[config.mk]
export PLATFORM = sky130hd
export DESIGN_NAME = branch_target_unit_flat
export DESIGN_NICKNAME = d
export VERILOG_FILES = /design/src/sv/btu_pkg.sv /design/src/sv/btu_req_if.sv /design/src/sv/btu_rsp_if.sv /design/src/sv/btu_decode.sv /design/src/sv/btu_exec.sv /design/src/sv/branch_target_unit.sv /design/src/flat_wrapper.sv
export SDC_FILE = /design/constraint.sdc
export NUM_CORES = 1
export LEC_CHECK = 0
export ABC_AREA = 1
export BUFFER_PORTS_ARGS = -buffer_cell sky130_fd_sc_hd__buf_2
export CORE_UTILIZATION = 40
export CTS_CLUSTER_SIZE = 16
export DETAILED_ROUTE_END_ITERATION = 16
export PLACE_DENSITY_LB_ADDON = 0.12
export RECOVER_POWER = 50
export REMOVE_ABC_BUFFERS = 1
export SLEW_MARGIN = 20
export SYNTH_ARGS = -nofsm -noshare
export SYNTH_HDL_FRONTEND = slang
export SYNTH_HIERARCHICAL = 1
export SYNTH_SLANG_ARGS = --single-unit
[constraint.sdc]
create_clock -name clk -period 9.1 [get_ports clk]
set_clock_uncertainty 0.05 [all_clocks]
set_input_delay 0.91 -clock clk [delete_from_list [all_inputs] [get_ports clk]]
set_output_delay 0.91 -clock clk [all_outputs]
set_load 0.02 [all_outputs]
[src/sv/btu_pkg.sv]
// Shared types and constants for the branch target unit.
package btu_pkg;

    // Branch kinds carried on the request channel
    typedef enum logic [3:0] {
        OP_BX          = 4'd0,
        OP_BLX_REG     = 4'd1,
        OP_B           = 4'd2,
        OP_BL          = 4'd3,
        OP_BLX_IMM     = 4'd4,
        OP_BX_THUMB    = 4'd5,
        OP_BLX_REG_T   = 4'd6,
        OP_BCOND_THUMB = 4'd7,
        OP_B_THUMB     = 4'd8,
        OP_BL_PREFIX   = 4'd9,
        OP_BL_SUFFIX   = 4'd10,
        OP_BLX_SUFFIX  = 4'd11
    } op_t;

    // Condition codes of the Thumb conditional branch
    typedef enum logic [3:0] {
        COND_EQ = 4'd0,
        COND_NE = 4'd1,
        COND_CS = 4'd2,
        COND_CC = 4'd3,
        COND_MI = 4'd4,
        COND_PL = 4'd5,
        COND_VS = 4'd6,
        COND_VC = 4'd7,
        COND_HI = 4'd8,
        COND_LS = 4'd9,
        COND_GE = 4'd10,
        COND_LT = 4'd11,
        COND_GT = 4'd12,
        COND_LE = 4'd13,
        COND_AL = 4'd14,
        COND_NV = 4'd15
    } cond_t;

    // Link offsets for ARM and Thumb forms
    localparam logic [31:0] LINK_ARM   = 32'hFFFF_FFFC;
    localparam logic [31:0] LINK_THUMB = 32'hFFFF_FFFF;

    // Cycle costs
    localparam logic [1:0] CYCLES_TAKEN = 2'd3;
    localparam logic [1:0] CYCLES_NONE  = 2'd1;

    // Decoded item: adder operands plus write enables
    typedef struct packed {
        logic [31:0] npc_a;
        logic [31:0] npc_b;
        logic [31:0] nlr_a;
        logic [31:0] nlr_b;
        logic        pc_write;
        logic        lr_write;
        logic        thumb;
    } dec_t;

endpackage

[src/sv/btu_req_if.sv]
// Request channel: one branch item with valid/ready handshake.
interface btu_req_if;
    logic        valid;
    logic        ready;
    logic [3:0]  op;
    logic [31:0] instruction;
    logic [31:0] pc_value;
    logic [31:0] lr_value;
    logic [31:0] reg_value;
    logic [3:0]  flags;
    logic        thumb_in;

    modport source (
        output valid, op, instruction, pc_value, lr_value, reg_value, flags, thumb_in,
        input  ready
    );
    modport sink (
        input  valid, op, instruction, pc_value, lr_value, reg_value, flags, thumb_in,
        output ready
    );
endinterface

[src/sv/btu_rsp_if.sv]
// Response channel: one branch result with valid/ready handshake.
interface btu_rsp_if;
    logic        valid;
    logic        ready;
    logic [31:0] pc_out;
    logic        pc_write;
    logic [31:0] lr_out;
    logic        lr_write;
    logic        thumb_out;
    logic        flush;
    logic [1:0]  cycles;

    modport source (
        output valid, pc_out, pc_write, lr_out, lr_write, thumb_out, flush, cycles,
        input  ready
    );
    modport sink (
        input  valid, pc_out, pc_write, lr_out, lr_write, thumb_out, flush, cycles,
        output ready
    );
endinterface

[src/sv/btu_decode.sv]
// Input stage and branch decode: offsets, condition check, adder operands.
module btu_decode (
    input  logic              clk,
    input  logic              rst_n,
    btu_req_if.sink           req,
    input  logic              blx_disabled,
    output btu_pkg::dec_t     dec,
    output logic              dec_valid,
    input  logic              dec_ready
);

    logic        s1_valid_reg;
    logic [3:0]  op_reg;
    logic [31:0] ins_reg;
    logic [31:0] pc_reg;
    logic [31:0] lr_reg;
    logic [31:0] rv_reg;
    logic [3:0]  flags_reg;
    logic        thumb_reg;

    logic [31:0] arm_off;
    logic [31:0] t11_off;
    logic [31:0] t8_off;
    logic [31:0] sfx_off;
    logic        cond_ok;
    logic        blx_kind;
    logic        n_f, z_f, c_f, v_f;

    // Accept when the stage is empty or drains this cycle
    assign req.ready = !s1_valid_reg || dec_ready;

    always_ff @(posedge clk or negedge rst_n)
    begin
        if (!rst_n)
        begin
            s1_valid_reg <= 1'b0;
        end
        else if (req.ready)
        begin
            s1_valid_reg <= req.valid;
        end
    end

    // Capture the item payload
    always_ff @(posedge clk)
    begin
        if (req.valid && req.ready)
        begin
            op_reg    <= req.op;
            ins_reg   <= req.instruction;
            pc_reg    <= req.pc_value;
            lr_reg    <= req.lr_value;
            rv_reg    <= req.reg_value;
            flags_reg <= req.flags;
            thumb_reg <= req.thumb_in;
        end
    end

    // Sign-extend the immediate offsets; the BL suffix offset is zero-extended
    assign arm_off = {{6{ins_reg[23]}}, ins_reg[23:0], 2'b00};
    assign t11_off = {{20{ins_reg[10]}}, ins_reg[10:0], 1'b0};
    assign t8_off  = {{23{ins_reg[7]}}, ins_reg[7:0], 1'b0};
    assign sfx_off = {20'd0, ins_reg[10:0], 1'b0};

    assign {n_f, z_f, c_f, v_f} = flags_reg;

    // Evaluate the Thumb condition field
    always_comb
    begin
        unique case (btu_pkg::cond_t'(ins_reg[11:8]))
            btu_pkg::COND_EQ: cond_ok = z_f;
            btu_pkg::COND_NE: cond_ok = !z_f;
            btu_pkg::COND_CS: cond_ok = c_f;
            btu_pkg::COND_CC: cond_ok = !c_f;
            btu_pkg::COND_MI: cond_ok = n_f;
            btu_pkg::COND_PL: cond_ok = !n_f;
            btu_pkg::COND_VS: cond_ok = v_f;
            btu_pkg::COND_VC: cond_ok = !v_f;
            btu_pkg::COND_HI: cond_ok = c_f && !z_f;
            btu_pkg::COND_LS: cond_ok = !c_f || z_f;
            btu_pkg::COND_GE: cond_ok = (n_f == v_f);
            btu_pkg::COND_LT: cond_ok = (n_f != v_f);
            btu_pkg::COND_GT: cond_ok = !z_f && (n_f == v_f);
            btu_pkg::COND_LE: cond_ok = z_f || (n_f != v_f);
            default:          cond_ok = 1'b0;
        endcase
    end

    always_comb
    begin
        case (btu_pkg::op_t'(op_reg))
            btu_pkg::OP_BLX_REG, btu_pkg::OP_BLX_IMM,
            btu_pkg::OP_BLX_REG_T, btu_pkg::OP_BLX_SUFFIX: blx_kind = 1'b1;
            default:                                        blx_kind = 1'b0;
        endcase
    end

    // Select adder operands per branch kind; untouched registers pass through
    always_comb
    begin
        dec.npc_a    = pc_reg;
        dec.npc_b    = 32'd0;
        dec.nlr_a    = lr_reg;
        dec.nlr_b    = 32'd0;
        dec.pc_write = 1'b0;
        dec.lr_write = 1'b0;
        dec.thumb    = thumb_reg;
        if (!(blx_kind && blx_disabled))
        begin
            unique case (btu_pkg::op_t'(op_reg))
                btu_pkg::OP_BX, btu_pkg::OP_BX_THUMB:
                begin
                    dec.npc_a    = rv_reg;
                    dec.thumb    = rv_reg[0];
                    dec.pc_write = 1'b1;
                end
                btu_pkg::OP_BLX_REG:
                begin
                    dec.npc_a    = rv_reg;
                    dec.thumb    = rv_reg[0];
                    dec.pc_write = 1'b1;
                    dec.nlr_a    = pc_reg;
                    dec.nlr_b    = btu_pkg::LINK_ARM;
                    dec.lr_write = 1'b1;
                end
                btu_pkg::OP_B:
                begin
                    dec.npc_b    = arm_off;
                    dec.pc_write = 1'b1;
                end
                btu_pkg::OP_BL:
                begin
                    dec.npc_b    = arm_off;
                    dec.pc_write = 1'b1;
                    dec.nlr_a    = pc_reg;
                    dec.nlr_b    = btu_pkg::LINK_ARM;
                    dec.lr_write = 1'b1;
                end
                btu_pkg::OP_BLX_IMM:
                begin
                    dec.npc_b    = arm_off | {30'd0, ins_reg[24], 1'b0};
                    dec.thumb    = 1'b1;
                    dec.pc_write = 1'b1;
                    dec.nlr_a    = pc_reg;
                    dec.nlr_b    = btu_pkg::LINK_ARM;
                    dec.lr_write = 1'b1;
                end
                btu_pkg::OP_BLX_REG_T:
                begin
                    dec.npc_a    = rv_reg;
                    dec.thumb    = rv_reg[0];
                    dec.pc_write = 1'b1;
                    dec.nlr_a    = pc_reg;
                    dec.nlr_b    = btu_pkg::LINK_THUMB;
                    dec.lr_write = 1'b1;
                end
                btu_pkg::OP_BCOND_THUMB:
                begin
                    if (cond_ok)
                    begin
                        dec.npc_b    = t8_off;
                        dec.pc_write = 1'b1;
                    end
                end
                btu_pkg::OP_B_THUMB:
                begin
                    dec.npc_b    = t11_off;
                    dec.pc_write = 1'b1;
                end
                btu_pkg::OP_BL_PREFIX:
                begin
                    dec.nlr_a    = pc_reg;
                    dec.nlr_b    = {t11_off[20:0], 11'd0};
                    dec.lr_write = 1'b1;
                end
                btu_pkg::OP_BL_SUFFIX, btu_pkg::OP_BLX_SUFFIX:
                begin
                    dec.npc_a    = lr_reg;
                    dec.npc_b    = sfx_off;
                    dec.pc_write = 1'b1;
                    dec.nlr_a    = pc_reg;
                    dec.nlr_b    = btu_pkg::LINK_THUMB;
                    dec.lr_write = 1'b1;
                    if (btu_pkg::op_t'(op_reg) == btu_pkg::OP_BLX_SUFFIX)
                    begin
                        dec.thumb = 1'b0;
                    end
                end
                default:
                begin
                    dec.pc_write = 1'b0;
                end
            endcase
        end
    end

    assign dec_valid = s1_valid_reg;

endmodule

[src/sv/btu_exec.sv]
// Operand stage, target and link adders, and the result register.
module btu_exec (
    input  logic              clk,
    input  logic              rst_n,
    input  btu_pkg::dec_t     dec,
    input  logic              dec_valid,
    output logic              dec_ready,
    btu_rsp_if.source         rsp
);

    logic          s2_valid_reg;
    btu_pkg::dec_t s2_reg;
    logic          s3_ready;
    logic          rsp_valid_reg;
    logic [31:0]   pc_out_reg;
    logic          pc_write_reg;
    logic [31:0]   lr_out_reg;
    logic          lr_write_reg;
    logic          thumb_out_reg;
    logic [31:0]   npc_sum;
    logic [31:0]   nlr_sum;

    // Advance each stage when its successor has room
    assign s3_ready  = !rsp_valid_reg || rsp.ready;
    assign dec_ready = !s2_valid_reg || s3_ready;

    always_ff @(posedge clk or negedge rst_n)
    begin
        if (!rst_n)
        begin
            s2_valid_reg  <= 1'b0;
            rsp_valid_reg <= 1'b0;
        end
        else
        begin
            if (dec_ready)
            begin
                s2_valid_reg <= dec_valid;
            end
            if (s3_ready)
            begin
                rsp_valid_reg <= s2_valid_reg;
            end
        end
    end

    // Hold decoded operands
    always_ff @(posedge clk)
    begin
        if (dec_valid && dec_ready)
        begin
            s2_reg <= dec;
        end
    end

    // Form the new PC and LR
    assign npc_sum = s2_reg.npc_a + s2_reg.npc_b;
    assign nlr_sum = s2_reg.nlr_a + s2_reg.nlr_b;

    always_ff @(posedge clk)
    begin
        if (s2_valid_reg && s3_ready)
        begin
            pc_out_reg    <= npc_sum;
            pc_write_reg  <= s2_reg.pc_write;
            lr_out_reg    <= nlr_sum;
            lr_write_reg  <= s2_reg.lr_write;
            thumb_out_reg <= s2_reg.thumb;
        end
    end

    assign rsp.valid     = rsp_valid_reg;
    assign rsp.pc_out    = pc_out_reg;
    assign rsp.pc_write  = pc_write_reg;
    assign rsp.lr_out    = lr_out_reg;
    assign rsp.lr_write  = lr_write_reg;
    assign rsp.thumb_out = thumb_out_reg;
    assign rsp.flush     = pc_write_reg;
    assign rsp.cycles    = pc_write_reg ? btu_pkg::CYCLES_TAKEN : btu_pkg::CYCLES_NONE;

    // A PC that is not written must come through unchanged
    a_pc_pass: assert property (@(posedge clk) disable iff (!rst_n)
        (s2_valid_reg && !s2_reg.pc_write) |-> (s2_reg.npc_b == 32'd0))
        else $error("unwritten PC has a nonzero offset");

    // An LR that is not written must come through unchanged
    a_lr_pass: assert property (@(posedge clk) disable iff (!rst_n)
        (s2_valid_reg && !s2_reg.lr_write) |-> (s2_reg.nlr_b == 32'd0))
        else $error("unwritten LR has a nonzero offset");

    // A stalled operand stage keeps its item
    a_s2_hold: assert property (@(posedge clk) disable iff (!rst_n)
        (s2_valid_reg && !s3_ready) |=> (s2_valid_reg && $stable(s2_reg)))
        else $error("operand stage lost an item under stall");

    // A waiting result is never overwritten by the next one
    a_s3_hold: assert property (@(posedge clk) disable iff (!rst_n)
        (rsp_valid_reg && !rsp.ready) |=> (rsp_valid_reg && $stable(pc_out_reg)))
        else $error("result register changed under stall");

endmodule

[src/sv/branch_target_unit.sv]
// Top level of the branch target unit.
//
// Resolves one ARM or Thumb branch per item. Items enter on the req channel
// (valid/ready) with the branch kind, instruction word, PC, LR, the named
// register value, NZCV flags and the Thumb bit. Results leave on the rsp
// channel with the new PC and LR, their write enables, the Thumb bit, a
// flush mark and the reported cycle cost.
// The cfg port sets blx_disabled; write it only while no item is in flight.
// Throughput: one item per cycle while rsp.ready stays high; the pipeline
// has three register stages (input capture, decoded operands, result)
// and the two 32-bit adders in the middle stage set the cycle time.
// Reset clears all stage valid bits and sets blx_disabled to 0.
// When rsp.ready is low, each full stage holds its item; req.ready drops
// only once all three stages are full, so nothing is lost or repeated.
module branch_target_unit (
    input  logic       clk,
    input  logic       rst_n,
    input  logic       cfg_we,
    input  logic       cfg_wdata,
    btu_req_if.sink    req,
    btu_rsp_if.source  rsp
);

    logic          blx_disabled_reg;
    btu_pkg::dec_t dec;
    logic          dec_valid;
    logic          dec_ready;

    // Hold the core-variant register
    always_ff @(posedge clk or negedge rst_n)
    begin
        if (!rst_n)
        begin
            blx_disabled_reg <= 1'b0;
        end
        else if (cfg_we)
        begin
            blx_disabled_reg <= cfg_wdata;
        end
    end

    btu_decode u_decode (
        .clk          (clk),
        .rst_n        (rst_n),
        .req          (req),
        .blx_disabled (blx_disabled_reg),
        .dec          (dec),
        .dec_valid    (dec_valid),
        .dec_ready    (dec_ready)
    );

    btu_exec u_exec (
        .clk       (clk),
        .rst_n     (rst_n),
        .dec       (dec),
        .dec_valid (dec_valid),
        .dec_ready (dec_ready),
        .rsp       (rsp)
    );

endmodule

[src/flat_wrapper.sv]
// flat-port wrapper written by rule: the top's interface ports become plain ports
module branch_target_unit_flat 
  (clk, rst_n, cfg_we, cfg_wdata, req_valid, req_op, req_instruction, req_pc_value, req_lr_value, req_reg_value, req_flags, req_thumb_in, req_ready, rsp_valid, rsp_pc_out, rsp_pc_write, rsp_lr_out, rsp_lr_write, rsp_thumb_out, rsp_flush, rsp_cycles, rsp_ready);
  btu_req_if req_i ();
  btu_rsp_if rsp_i ();
  input  logic clk;
  input  logic rst_n;
  input  logic cfg_we;
  input  logic cfg_wdata;
  input wire logic [$bits(req_i.valid)-1:0] req_valid;
  input wire logic [$bits(req_i.op)-1:0] req_op;
  input wire logic [$bits(req_i.instruction)-1:0] req_instruction;
  input wire logic [$bits(req_i.pc_value)-1:0] req_pc_value;
  input wire logic [$bits(req_i.lr_value)-1:0] req_lr_value;
  input wire logic [$bits(req_i.reg_value)-1:0] req_reg_value;
  input wire logic [$bits(req_i.flags)-1:0] req_flags;
  input wire logic [$bits(req_i.thumb_in)-1:0] req_thumb_in;
  output wire logic [$bits(req_i.ready)-1:0] req_ready;
  output wire logic [$bits(rsp_i.valid)-1:0] rsp_valid;
  output wire logic [$bits(rsp_i.pc_out)-1:0] rsp_pc_out;
  output wire logic [$bits(rsp_i.pc_write)-1:0] rsp_pc_write;
  output wire logic [$bits(rsp_i.lr_out)-1:0] rsp_lr_out;
  output wire logic [$bits(rsp_i.lr_write)-1:0] rsp_lr_write;
  output wire logic [$bits(rsp_i.thumb_out)-1:0] rsp_thumb_out;
  output wire logic [$bits(rsp_i.flush)-1:0] rsp_flush;
  output wire logic [$bits(rsp_i.cycles)-1:0] rsp_cycles;
  input wire logic [$bits(rsp_i.ready)-1:0] rsp_ready;
  assign req_i.valid = req_valid;
  assign req_i.op = req_op;
  assign req_i.instruction = req_instruction;
  assign req_i.pc_value = req_pc_value;
  assign req_i.lr_value = req_lr_value;
  assign req_i.reg_value = req_reg_value;
  assign req_i.flags = req_flags;
  assign req_i.thumb_in = req_thumb_in;
  assign req_ready = req_i.ready;
  assign rsp_valid = rsp_i.valid;
  assign rsp_pc_out = rsp_i.pc_out;
  assign rsp_pc_write = rsp_i.pc_write;
  assign rsp_lr_out = rsp_i.lr_out;
  assign rsp_lr_write = rsp_i.lr_write;
  assign rsp_thumb_out = rsp_i.thumb_out;
  assign rsp_flush = rsp_i.flush;
  assign rsp_cycles = rsp_i.cycles;
  assign rsp_i.ready = rsp_ready;
  branch_target_unit u_core (.clk(clk), .rst_n(rst_n), .cfg_we(cfg_we), .cfg_wdata(cfg_wdata), .req(req_i), .rsp(rsp_i));
endmodule
* Yosys cells after proc, flatten, opt, wreduce, memory -nomap -nowiden *
Index checks and enable logic that the tools add are counted.

cells by class
  add/sub/neg operators = 2
  equality and inequality tests = 26
  muxes and demuxes = 13
  bitwise logic cells = 1
  reduce and logical (&&, ||, !) cells = 28

operator list
  kind                                                                    number
  64-bit case mux with 3 select lines                                     1
  32-bit case mux with 5 select lines                                     1
  131-bit 2-to-1 mux                                                      1
  32-bit adder                                                            2
  32-bit case mux with 2 select lines                                     1
  4-bit equality test (second input constant)                             10
  4-bit by 3-bit equality test with 1-bit output (second input constant)  8
  32-bit 2-to-1 mux                                                       1
  32-bit by 2-bit OR with 32-bit output                                   1
  4-bit by 2-bit equality test with 1-bit output (second input constant)  4
  1-bit case mux with 14 select lines                                     1
  10-bit OR reduction                                                     1
  4-bit by 1-bit equality test with 1-bit output (second input constant)  2
  4-bit logical NOT                                                       2
  4-bit OR reduction                                                      2
  1-bit logical NOT                                                       7
  7-bit OR reduction                                                      1
  1-bit logical AND                                                       6
  3-bit OR reduction                                                      2
  1-bit logical OR                                                        5
  1-bit 2-to-1 mux                                                        4
  2-bit OR reduction                                                      2
  1-bit case mux with 3 select lines                                      1
  2-bit 2-to-1 mux                                                        1
  other kinds (3)                                                         3

word-level totals
  flip-flop bits (word level) = 332
  bits of input ports = 143
  logic and storage cells = 93

* Depth between registers and ports, before layout *
  depth after elaboration = 6
  gate-level depth with buffers = 13
  mapped depth without buffers = 12

* By module *
Netlist, hierarchy kept.

modules (own cells, without submodules)
  module              instances  cells an instance  area an instance (µm²)  seq. area each (µm²)
  btu_exec            1          1,195              10,786.6                5,995.8
  btu_decode          1          630                6,318.6                 3,928.8
  branch_target_unit  1          5                  40.0                    25.0

* Worst setup path before layout *
Ideal clock, no wire load.

  kind = input-to-reg
  from = input rsp_ready
  to = register u_core.u_decode.flags_reg[0] (enable)
  setup time = 0.662 ns
  arrival = 7.363 ns
  data required time = 8.388 ns
  path slack = 1.026 ns
  cell stages on the path = 4
  buffers on the path = 0
  cells stage by stage = inv_1 > nand3_1 > inv_1 > a21oi_1

on the way
  word-level cells in the longest chain between the ends = 4

ends and longest elaborated chain
  element                     RTL line                  source
  start: declaration          flat_wrapper.sv:27        input wire logic [$bits(rsp_i.ready)-1:0] rsp_ready;
  1-bit logical OR            btu_exec.sv:24            assign s3_ready = !rsp_valid_reg || rsp.ready;
  1-bit logical OR            btu_exec.sv:25            assign dec_ready = !s2_valid_reg || s3_ready;
  named net u_core.dec_ready  branch_target_unit.sv:27  logic dec_ready;
  1-bit logical OR            btu_decode.sv:30          assign req.ready = !s1_valid_reg || dec_ready;
  1-bit logical AND           btu_decode.sv:47          if (req.valid && req.ready)
  end signal: assignment      btu_decode.sv:54          flags_reg <= req.flags;
  end: declaration            btu_decode.sv:18          logic [3:0] flags_reg;

The timed path passes the listed nets, and every way through them passes these cells.
A chain may end at the register's enable or synchronous reset.

* Worst setup path in the final report *
  from = input rsp_ready
  to = register u_core/u_exec/s2_reg[58] (netlist name) (enable)

on the way
  word-level cells in the longest chain between the ends = 3

ends and longest elaborated chain
  element                     RTL line                  source
  1-bit logical OR            btu_exec.sv:24
  1-bit logical OR            btu_exec.sv:25
  named net u_core.dec_ready  branch_target_unit.sv:27
  1-bit logical AND           btu_exec.sv:50            if (dec_valid && dec_ready)
  end signal: assignment      btu_exec.sv:52            s2_reg <= dec;
  end: declaration            btu_exec.sv:12            btu_pkg::dec_t s2_reg;

The timed path passes the listed nets, and every way through them passes these cells.

==> results by group <==
CTS
  • Depth of the CTS H-tree: 2
  • CTS root buf: clkbuf_16
  • Number of gates given a new drive strength after cts: 0
  • Post-CTS Setup Inserts: 0
  • TritonCTS clock tree: yes
  • Clock slew at the register clock pins of the worst setup and hold paths: 0.05 ns
  • Later-pin clock latency in the skew report: 0.56 ns
  • Maximum clock insertion buffer count: 3
  • Inserted Clock Buffers: 39
  • Number of clock sinks: 332
  • Number of hold buffers added after CTS: 0

Global route
  • First-pass GRT wire length: 64.2 mm
  • Number of antenna violations at the first check in global routing: 0
  • Number of global-route vias before repair: 12200
  • Global routing usage summed across all routing layers: 19.1%
  • Maximum number of pins on one net before global-route repair: 80
  • Grt total ovfl: 0

Logic synthesis
  • Number of flops mapped to enable cells by yosys: 328
  • Seq cells post-synth: 332
  • Post-synth design cell area: 17100 µm²
  • Number of cells produced by synthesis: 1830
  • Syn Area/Cell: 9.37 µm²
  • Fraction of the yosys area taken by sequential cells: 58.0%
  • Count of different cell masters after synthesis: 36
  • YS warnings: 6
  • Top flip-flop cell by instance count after synthesis: edfxtp_1
  • Asr flop ratio synth: 1.20%

Finish
  • Sequential cell area: 9950 µm²
  • Commonest cells after routing, fill and taps aside: nand2_1, edfxtp_1, inv_1, buf_2, nor2_1
  • Area of the multi-input gates: 5560 µm²
  • Layout overhead on the synthesized area: 14.9%
  • Most common cell after layout, fill and taps aside: nand2_1
  • Max FFs per register: 131
  • Ratio of cells with drive above 1 in the final layout: 14.6%
  • Layout filler cell count: 4079
  • Total non-filler cell area in the finished layout: 19700 µm²
  • Final Net Count: 2237

Power
  • Part of the total power dissipated in the clock network: 30.3%
  • Reported leakage power: 0.00929 µW
  • Worst ir drop on vdd: 133 µV
  • Fraction of power consumed by combinational cells: 26.5%
  • Power per unit of standard cell area: 251 nW/µm²
  • Design Power: 4950 µW
  • Flop pwr share: 43.2%
  • Psw: 1630 µW
  • Switching share of power: 33.0%
  • Internal power component: 3320 µW

Floorplanning
  • Die W: 209 µm
  • Core area: 42100 µm²
  • Number of I/O pins: 215
  • Die Y-Extent: 209 µm
  • Initial Util: 40.7%
  • Overall die area: 43700 µm²
  • Count of standard-cell rows: 75

Critical path
  • Worst reg2reg startpoint: u_core/u_exec/rsp.valid$_DFFE_PN0P_
  • Category of the worst setup path launch point: primary input
  • Cell-by-cell listing of the critical path: buf_2 -> inv_1 -> nand3_1 -> nand2_1 -> clkinvlp_2 -> buf_4
  • Signal arrival time at the worst endpoint: 4.52 ns
  • CP max-delay cell: clkinvlp_2
  • R2R Setup Slk: 4.78 ns
  • Crit Reg-Reg Endpoint: u_core/u_decode/pc_reg[26]$_DFFE_PP_
  • Worst-path fanout max: 71
  • Highest cell delay on the worst timing path: 1.93 ns
  • WS Path Type: in -> reg
  • WP data required: 9.21 ns
  • Depth of the worst register-to-register path: 5
  • Worst setup EP type: flop

Outcome
  • Result of the run: complete, but fails checks
  • Violated checks: max-capacitance violations, max-slew violations

Placement
  • Count of port buffers added during placement: 206
  • Cell area reported after detailed placement: 18600 µm²
  • Total half-perimeter wirelength after legalization and detailed placement: 30.9 mm
  • Final weighted congestion of routability-driven global placement: 0.892

Routing
  • Final antenna-violating net count: 0
  • Aggregate routed wire length: 40.8 mm
  • DRT iter0 DRCs: 586
  • Number of design rule violations left after detail routing: 0
  • Number of detailed-routing iterations run before antenna repair: 5
  • Number of vias in the routed layout: 12300
  • Routed via count divided by cell count: 4.72
  • Routed wire length per instance: 15.7 µm

Min path
  • Path type of the worst min-delay path: in -> async

Timing
  • Unrepaired setup endpoints after global routing: no
  • Final Setup Violations: 0
  • Total Neg Setup Slack: 0 ns
  • Final critical path time including I/O delays and setup: 4.41 ns
  • Hold violation total from the final report: 0
  • Worst-Margin Slew: 4.11 ns
  • Number of slew-limit violations in the final report: 183
  • Worst relative slew slack: -174%
  • Achievable Freq: 227 MHz
  • Ratio of final minimum period to clock period: 48.4%

Flow run
  • Max-cap violations: 3
cell families after synthesis:
| family | share of synthesized area [%] |
|---|---|
| xor+xnor | 1.63 |
| fa+ha+maj | 4.76 |
| simple gates | 19.3 |
| compound gates | 6.83 |
| flops | 58.0 |
| buf+inv | 9.43 |
| other cells | 0.0438 |
final cells by class:
class                           count  area share, %
Clock inverter                     22          0.985
Tap cell                          539           3.42
Antenna cell                        1         0.0127
Timing Repair Buffer              215           5.32
Inverter                          329           6.28
Clock buffer                       48           5.23
Multi-Input combinational cell   1113           28.2
Sequential cell                   332           50.5
per-layer routing:
| layer | routed length, µm | global-route usage [%] | vias up |
|---|---|---|---|
| met5 | 0 | 0 | - |
| met4 | 1010 | 6.49 | 0 |
| met1 | 19100 | 25.8 | 5656 |
| met3 | 1520 | 2.48 | 64 |
| met2 | 19100 | 31.7 | 261 |
| li1 | - | - | 6298 |
through the flow:
stage	hold slack [ns]	utilization, %	worst slack [ns]	instances
4_1_cts	0.0801	47.0	5.93	2598
6_report	0.131	46.7	4.69	2599
3_3_place_gp	0.356	44.1	5.78	2528
2_1_floorplan	0.350	-	1.03	1774
5_1_grt	0.138	46.7	4.18	2598
3_5_place_dp	0.356	44.1	5.72	2528
critical path: cells and delay by family:
family,cells,cell delay [ns]
buf+inv,4,3.27
simple gates,2,0.26
worst max-delay path by stage:
stage	slack (ns)	cells past startpoint	startpoint	end
after floorplan	1.03	4	rsp_ready	u_core/u_decode/flags_reg[0]$_DFFE_PP_
after global placement	5.78	7	rsp_ready	u_core/u_decode/lr_reg[30]$_DFFE_PP_
after detailed placement	5.72	7	rsp_ready	u_core/u_decode/rv_reg[30]$_DFFE_PP_
after CTS	5.93	8	u_core/u_decode/op_reg[1]$_DFFE_PP_	u_core/u_exec/s2_reg[58]$_DFFE_PP_
after global routing	4.18	6	rsp_ready	u_core/u_exec/s2_reg[27]$_DFFE_PP_
final	4.69	6	rsp_ready	u_core/u_exec/s2_reg[58]$_DFFE_PP_
cells in the mapped netlist (2+ instances only):
library cell | count | area, µm²
o21bai_1 | 4 | 30.0
edfxtp_1 | 328 | 9850
xnor2_1 | 2 | 17.5
nand2_2 | 28 | 175
ha_1 | 62 | 776
nand3_1 | 52 | 260
nor2_1 | 101 | 379
nor3_1 | 11 | 55.1
o211ai_1 | 2 | 15.0
nand3_2 | 10 | 100
nand4_1 | 8 | 50.1
a22oi_1 | 4 | 30.0
o21ai_1 | 39 | 195
inv_2 | 8 | 30.0
xor2_1 | 30 | 263
o21ai_0 | 49 | 245
fa_1 | 2 | 40.0
a21oi_2 | 2 | 17.5
nor3_2 | 3 | 30.0
o21ai_2 | 23 | 201
clkinv_1 | 2 | 7.51
buf_6 | 6 | 67.6
a21oi_1 | 83 | 415
dfrtp_1 | 4 | 100
nand2_1 | 586 | 2200
inv_1 | 319 | 1200
nor2_2 | 5 | 31.3
conb_1 | 2 | 7.51
buf_2 | 10 | 50.1
a21o_1 | 2 | 15.0
buf_4 | 30 | 225
clkbuf_1 | 9 | 33.8
power by group through the flow:
stage | clock (µW) | sequential, µW | combinational, µW
CTS | 1540 | 2130 | 1350
global route | 1600 | 2160 | 1490
finish | 1500 | 2140 | 1310
global placement | 0 | 2160 | 1340
floorplan | 0 | 2250 | 805
detailed placement | 0 | 2160 | 1340
Power figures use the tool's default switching activity.
